[src/rtl/c8_ram.sv]
`timescale 1ns / 1ps
// ----------------------------------------------------------------------------
// c8_ram
// Single-port synchronous RAM with registered read.
// ----------------------------------------------------------------------------
module c8_ram #(
  parameter int Width = 8,
  parameter int Depth = 16
) (
  input  logic                     clk_i,
  input  logic                     we_i,
  input  logic [$clog2(Depth)-1:0] addr_i,
  input  logic [Width-1:0]         wdata_i,
  output logic [Width-1:0]         rdata_o
);

  logic [Width-1:0] mem_q [Depth];

  always_ff @(posedge clk_i) begin
    if (we_i) begin
      mem_q[addr_i] <= wdata_i;
    end
    rdata_o <= mem_q[addr_i];
  end

endmodule
[config.mk]
export PLATFORM = sky130hd
export DESIGN_NAME = c8_ram
export DESIGN_NICKNAME = d
export VERILOG_FILES = /design/src/rtl/c8_ram.sv
export SDC_FILE = /design/constraint.sdc
export NUM_CORES = 1
export LEC_CHECK = 0
export CAP_MARGIN = 40
export CORE_MARGIN = 2
export CORE_UTILIZATION = 55
export CTS_BUF_LIST = sky130_fd_sc_hd__clkbuf_2
export CTS_CLUSTER_DIAMETER = 200
export DETAILED_ROUTE_END_ITERATION = 10
export DONT_BUFFER_PORTS = 1
export PLACE_DENSITY = 0.7
export SLEW_MARGIN = 20
export SYNTH_ARGS = -nofsm -noshare
export SYNTH_HDL_FRONTEND = slang
export SYNTH_SLANG_ARGS = --single-unit
[constraint.sdc]
create_clock -name clk_i -period 4.05 [get_ports clk_i]
set_input_delay 0.2025 -clock clk_i [delete_from_list [all_inputs] [get_ports clk_i]]
set_output_delay 0.2025 -clock clk_i [all_outputs]
set_load 0.05 [all_outputs]
; ---- Yosys cells after proc, flatten, opt, wreduce, memory -nomap -nowiden
; Memories as Yosys holds them, arrays and structs flattened. A register that Yosys moved wholly into a read port is not among the register bits.
; Index checks and enable logic that the tools add are counted.
[classes]
muxes = 2
[ops]
columns = op, count
row1 = $mux W1, 2
[word_totals]
elab_cells = 3
reg_bits = 0
ramBits = 128
in_bits = 14
memories = 1
output_inout_bits = 8
[mem_list]
columns = name, words, word_bits, read_ports, rd_clocked_by_memory_dff, wr, line_no
row1 = mem_q, 16, 8, 1, 1, 1, 17  ; logic [Width-1:0] mem_q [Depth];

; ---- Depth between registers and ports, before layout
; Gate-level depths: netlist of the first run.
[logic_depth]
word_depth = 2
depth_mapped = 5
ltp_nobuf = 3

; ---- Worst setup path before layout of the first run
; No wires, ideal clock.
[synth_path]
path_type = in2reg
startpoint = input port addr_i[2]
endpoint = memory mem_q[0][0], enable pin
t_required_ps = 3667
stages = 2
setup_slack_ps = 2354
arrival_time_ps = 1312
n_path_buf = 0
setup_ps = 383
cell_sequence = or3b_2 nor3_1
[synth_lines]
columns = element, line_no
row1 = start: declaration, 12  ; input logic [$clog2(Depth)-1:0] addr_i,
row2 = end: declaration, 17
; Straight into the memory's write port.

; ---- Worst setup path after layout of the first run
[layout_path]
startpoint = input port addr_i[3]
endpoint = memory mem_q[0][2], enable pin
; Straight into the memory's write port.

==> flow_metrics.env, run 1 <==
export IMPL_outcome="finished clean"
export IMPL_hold_class="in2reg"
export IMPL_synth_area_um2=5070
export IMPL_ff2ff_setup_slack_ns=2.60
export IMPL_grt_pass1_vias=2421
export IMPL_cts_htree_levels=4
export IMPL_cts_buffers=17
export IMPL_path_class="in2reg"
export IMPL_coreArea_um2=9110
export IMPL_leakagePower_nw=1.82
export IMPL_p_per_area_nw_per_um2=474
export IMPL_path_cells="dlygate4sd3_1 -> or3b_2 -> dlygate4sd3_1 -> nor3_1 -> buf_2"
export IMPL_crit_top_cell="dlygate4sd3_1"
export IMPL_hpwl_mm=5.41
export IMPL_synth_seq_cells=136
export IMPL_fin_setup_tns_ns=0
export IMPL_ant_nets=0
export IMPL_fmax_mhz=437
export IMPL_num_rows=35
export IMPL_min_period_ns=2.29
export IMPL_gp_congestion=0.830
export IMPL_clk_latency_ns=0.66
export IMPL_area_growth_pct=11.9
export IMPL_hold_viol=0
export IMPL_p_switching_mw=0.588
export IMPL_port_buffers=0
export IMPL_grt_max_degree=37
export IMPL_die_h_um=100
export IMPL_switching_share_pct=21.9
export IMPL_startpoint_type="input pin"
export IMPL_vias_per_cell=6.13
export IMPL_finalCritPeriodShare_pct=56.5
export IMPL_end_kind="register"
export IMPL_synth_cells=230
export IMPL_wl_mm=9.41
export IMPL_routed_via_count=2360
export IMPL_first_pass_iters=4
export IMPL_fin_skew_ns=0.0303
export IMPL_wire_per_inst_um=24.4
export IMPL_avgSynthCellArea_um2=22.0
export IMPL_power_share_sequential_pct=60.0
export IMPL_die_area_um2=10000
export IMPL_clock_sinks=136
export IMPL_slowest_delay_ns=0.64
export IMPL_ys_seq_area_share_pct=79.0
export IMPL_grt_use_total_pct=20.4
export IMPL_synth_cell_types=18
export IMPL_crit_required_ns=4.42
export IMPL_io_pins=22
export IMPL_antenna_found_initial=2
export IMPL_die_w_um=100
export IMPL_vdd_ir_drop_max_mv=0.195
export IMPL_fin_nets=273
export IMPL_drt_iter0_markers=140
export IMPL_cts_buffer_depth=2
export IMPL_syn_nets=244
export IMPL_maxCapViolCount=0
export IMPL_worstPathArrival_ns=2.66
export IMPL_crit_fanout=6
export IMPL_drv_slew=0
export IMPL_internal_power_mw=2.10
export IMPL_slowest_stage="dlygate4sd3_1"
export IMPL_maxSlewHeadroom_pct=47.7
export IMPL_drive_gt1_share_pct=26.1
export IMPL_p_clk_share_pct=34.9
export IMPL_cts_tree="yes"
export IMPL_rsz0062_at_grt="false"
export IMPL_clk_pin_slew_ns=0.21
export IMPL_ctsRootBufferMaster="clkbuf_2"
export IMPL_worst_pin_slew_ns=0.782
export IMPL_initial_utilization_pct=55.6
export IMPL_grt_ovfl_total=0
export IMPL_combPwrFrac_pct=5.1
export IMPL_finish_utilization_pct=62.2
export IMPL_drcViolationCount=0
export IMPL_synth_warnings=0
export IMPL_grt_pass1_wl_mm=14.0
export IMPL_fillers=634
export IMPL_finalSetupViolations=0
## cell families after synthesis
group	share of synthesized area [%]
AO/OA/AOI/OAI	2.37
AND/OR/NAND/NOR	3.21
buffers and inverters	1.19
multiplexers	14.2
flip-flops	79.0
## area by class of cell
type	instances	area [µm²]	area share [%]
Timing Repair Buffer	21	220	3.88
Sequential cell	136	4000	70.6
Multi-Input combinational cell	83	1000	17.7
Antenna cell	2	5.00	0.0883
Tap cell	111	139	2.45
Clock buffer	19	95.1	1.68
Clock inverter	13	203	3.58
## worst max-delay path: cells and delay by family
kind | cells | cell delay [ns]
buffers and inverters | 3 | 1.50
and+or+nand+nor | 2 | 0.95
## state kept, by name (all words and copies together) (netlist names)
signal and flops:
rdata_o 8, mem_q 128
## cells in the mapped netlist
| library cell | number | area [µm²] |
|---|---|---|
| buf_2 | 2 | 10.0 |
| buf_1 | 4 | 15.0 |
| edfxtp_1 | 128 | 3840 |
| buf_6 | 2 | 22.5 |
| nor3_1 | 4 | 20.0 |
| nand3_1 | 1 | 5.00 |
| and2_1 | 1 | 6.26 |
| nor2_1 | 13 | 48.8 |
| nand2_1 | 9 | 33.8 |
| clkbuf_1 | 2 | 7.51 |
| clkbuf_2 | 1 | 5.00 |
| or3b_2 | 1 | 8.76 |
| nand2b_1 | 2 | 12.5 |
| mux4_2 | 32 | 721 |
| dfxtp_1 | 8 | 160 |
| nor2b_1 | 2 | 12.5 |
| a22oi_1 | 16 | 120 |
| nand3b_1 | 2 | 15.0 |
## metal layers
metal | global-route usage [%] | part of all wire, % | vias to the layer above
met5 | 0 | 0 | -
met4 | 10.0 | 3.1 | 0
met1 | 26.1 | 38 | 1212
met3 | 6.41 | 7.7 | 19
met2 | 32.0 | 51 | 99
li1 | - | - | 1030
## power groups by stage
| stage | clock network [mW] | registers [mW] | logic (mW) |
|---|---|---|---|
| finish | 0.938 | 1.61 | 0.138 |
| global route | 1.01 | 1.62 | 0.148 |
| CTS | 0.953 | 1.61 | 0.138 |
| detailed placement | 0 | 1.65 | 0.0855 |
| global placement | 0 | 1.65 | 0.0837 |
| floorplan | 0 | 1.64 | 0.0811 |
## stage by stage
step / total power [mW] / cell area (µm²) / instances / hold slack (ns) / setup slack [ns]
floorplan: 1.72 / 5070 / 230 / 0.301 / 2.35
global placement: 1.73 / 5150 / 330 / 0.302 / 2.21
detailed placement: 1.73 / 5170 / 334 / 0.302 / 2.32
CTS: 2.71 / 5660 / 382 / 0.00200 / 1.84
global route: 2.77 / 5670 / 385 / 0.0196 / 1.74
finish: 2.69 / 5670 / 385 / 0.0622 / 1.76
## what timing repair did
action / CTS / global route
hold buffers: 16 / 0
endpoints found under the hold margin: 171 / 0
endpoints found under the setup margin: 0 / 0
gates resized for setup: 0 / 0
buffers inserted: 0 / 0
## final timing paths
kind	startpoint	end	depth (start not counted)
worst max-delay path	addr_i[3]	mem_q[0][2]$_DFFE_PP_	5
worst min-delay path	addr_i[2]	mem_q[5][2]$_DFFE_PP_	2
worst max register to register	mem_q[6][3]$_DFFE_PP_	rdata_o[3]$_DFF_P_	3
worst min register to register	mem_q[14][2]$_DFFE_PP_	rdata_o[2]$_DFF_P_	3
## placed cells by master, fill, tap and decap left out
| cell | synthesis | routed |
|---|---|---|
| nand2_1 | 9 | 9 |
| clkinv_2 | 0 | 3 |
| clkinv_4 | 0 | 2 |
| mux4_2 | 32 | 32 |
| buf_12 | 0 | 1 |
| nand2b_1 | 2 | 2 |
| bufinv_16 | 0 | 5 |
| buf_4 | 0 | 3 |
| dlygate4sd3_1 | 0 | 14 |
| nand3b_1 | 2 | 2 |
| a22oi_1 | 16 | 16 |
| diode_2 | 0 | 2 |
| inv_6 | 0 | 1 |
| and2_1 | 1 | 1 |
| nor2_1 | 13 | 13 |
| clkbuf_2 | 1 | 19 |
| dfxtp_1 | 8 | 8 |
| nand3_1 | 1 | 1 |
| nor3_1 | 4 | 4 |
| clkinv_1 | 0 | 1 |
| buf_16 | 0 | 1 |
| clkinvlp_4 | 0 | 1 |
| or3b_2 | 1 | 1 |
| nor2b_1 | 2 | 2 |
| edfxtp_1 | 128 | 128 |
| buf_2 | 2 | 2 |
No activity file was read; power rests on OpenSTA's default activity.
==> run 2, diff against run 1 <==
Settings changed: PLACE_DENSITY 0.7 to 0.73.
Clock period 4.05 ns to 1.8 ns, I/O delays scaled along.
==> run 2 against run 1 <==
Sequential share of layout area is 0.94 points lower. Clock power is 76% higher. Sequential power is 130% higher. Worst setup slack worse by 1.7 ns. Routed wire length is 4.6% lower. Cell count is 4.4% higher. Largest power group unchanged.
==> flow_metrics.env, run 2 (synthesized netlist as in run 1, its figures left out) <==
export IMPL_outcome="finished clean"
export IMPL_fin_hold_ws_ns=0.118
export IMPL_largestRegisters="mem_q (128), rdata_o (8)"
export IMPL_switching_share_pct=23.0
export IMPL_grt_use_total_pct=19.9
export IMPL_fmax_mhz=561
export IMPL_regMostFlops="mem_q"
export IMPL_ant_nets=0
export IMPL_first_pass_iters=5
export IMPL_path_class="reg2reg"
export IMPL_grt_max_degree=40
export IMPL_p_per_area_nw_per_um2=975
export IMPL_drcViolationCount=0
export IMPL_hold_class="in2reg"
export IMPL_antenna_found_initial=0
export IMPL_gp_congestion=0.700
export IMPL_port_buffers=0
export IMPL_area_growth_pct=13.4
export IMPL_grt_pass1_vias=2395
export IMPL_antenna_cells=0
export IMPL_cts_tree="yes"
export IMPL_coreArea_um2=9110
export IMPL_initial_utilization_pct=55.6
export IMPL_drive_gt1_share_pct=29.6
export IMPL_drv_slew=0
export IMPL_drt_iter0_markers=222
export IMPL_cts_buffers=17
export IMPL_routed_via_count=2406
export IMPL_p_clk_share_pct=29.5
export IMPL_fillers=635
export IMPL_io_pins=22
export IMPL_fin_cells=402
export IMPL_finalCritPeriodShare_pct=99.0
export IMPL_largest_register_ffs=128
export IMPL_cts_htree_levels=4
export IMPL_combPwrFrac_pct=5.7
export IMPL_cts_buffer_depth=2
export IMPL_end_kind="register"
export IMPL_maxCapViolCount=0
export IMPL_finalSetupViolations=0
export IMPL_die_h_um=100
export IMPL_wire_per_inst_um=22.3
export IMPL_layout_common_cells="edfxtp_1 (128), mux4_2 (32), buf_4 (23), clkbuf_2 (19), a22oi_1 (16)"
export IMPL_finish_utilization_pct=63.1
export IMPL_leakagePower_nw=1.88
export IMPL_maxSlewHeadroom_pct=52.5
export IMPL_worst_pin_slew_ns=0.711
export IMPL_ctsRootBufferMaster="clkbuf_2"
export IMPL_fin_setup_tns_ns=0
export IMPL_crit_required_ns=2.35
export IMPL_p_switching_mw=1.29
export IMPL_fin_skew_ns=0.0307
export IMPL_final_common_cell="edfxtp_1"
export IMPL_hpwl_mm=5.37
export IMPL_rsz0062_at_grt="false"
export IMPL_crit_fanout=1
export IMPL_power_share_sequential_pct=64.9
export IMPL_num_rows=35
export IMPL_grt_pass1_wl_mm=13.7
export IMPL_die_area_um2=10000
export IMPL_startpoint_type="register"
export IMPL_final_cell_area_um2=5750
export IMPL_worstPathArrival_ns=2.34
export IMPL_vdd_ir_drop_max_mv=0.338
export IMPL_fin_nets=292
export IMPL_internal_power_mw=4.31
export IMPL_grt_ovfl_total=0
export IMPL_clk_pin_slew_ns=0.20
export IMPL_min_period_ns=1.78
export IMPL_wl_mm=8.98
export IMPL_vias_per_cell=5.99
export IMPL_clock_sinks=136
export IMPL_placed_area_um2=5320
export IMPL_post_cts_buffers=0
export IMPL_hold_viol=0
export IMPL_clk_latency_ns=0.65
export IMPL_die_w_um=100
export IMPL_dp_cells=353
==> run 2: cell count changes in the layout (fill, tap and decap cells not counted), sizes merged <==
| cell | change |
|---|---|
| inv | -1 |
| clkinvlp | +3 |
| dlymetal6s4s | +1 |
| clkinv | +1 |
| buf | +18 |
| bufinv | -3 |
| diode | -2 |
==> run 2: timing repair <==
| item | CTS | global route |
|---|---|---|
| endpoints found under the hold margin | 264 | 0 |
| endpoints found under the setup margin | 0 | 2 |
| hold buffers | 19 | 0 |
| resized for setup | 0 | 1 |
==> run 2: critical path, cell delays in order (launching register included) <==
cell and delay [ns]:
edfxtp_1 0.40, mux4_2 0.50, a22oi_1 0.16, dlygate4sd3_1 0.58, nand2_1 0.07
==> run 2: layout make-up <==
class,count,area [µm²],area share (%)
Tap cell,111,139,2.42
Sequential cell,136,4000,69.7
Clock inverter,13,131,2.29
Timing Repair Buffer,40,373,6.49
Multi-Input combinational cell,83,1000,17.5
Clock buffer,19,95.1,1.66
==> run 2: power groups by stage <==
stage / logic, mW / clock network [mW] / registers [mW]
3_5_place_dp: 0.198 / 0 / 3.71
2_1_floorplan: 0.182 / 0 / 3.70
4_1_cts: 0.324 / 1.70 / 3.64
5_1_grt: 0.341 / 1.85 / 3.64
6_report: 0.317 / 1.65 / 3.63
3_3_place_gp: 0.195 / 0 / 3.70
==> run 2: through the flow <==
step	setup slack, ns	power, mW
2_1_floorplan	0.217	3.88
4_1_cts	0.0239	5.66
3_5_place_dp	0.462	3.91
5_1_grt	0.000387	5.84
6_report	0.0175	5.60
3_3_place_gp	0.468	3.90
==> run 2: final timing paths <==
path,startpoint,to,slack (ns),depth (start not counted)
setup / recovery,mem_q[7][0]$_DFFE_PP_,rdata_o[0]$_DFF_P_,0.02,4
hold / removal,addr_i[0],mem_q[0][7]$_DFFE_PP_,0.12,3
setup reg to reg,mem_q[7][0]$_DFFE_PP_,rdata_o[0]$_DFF_P_,0.02,4
hold reg to reg,mem_q[6][7]$_DFFE_PP_,rdata_o[7]$_DFF_P_,0.72,3
==> run 2: per-layer routing <==
| metal | GRT usage, % | part of all wire [%] |
|---|---|---|
| met5 | 0 | 0 |
| met4 | 7.27 | 0.89 |
| met3 | 6.27 | 6.1 |
| met2 | 31.6 | 52 |
| met1 | 26.5 | 41 |
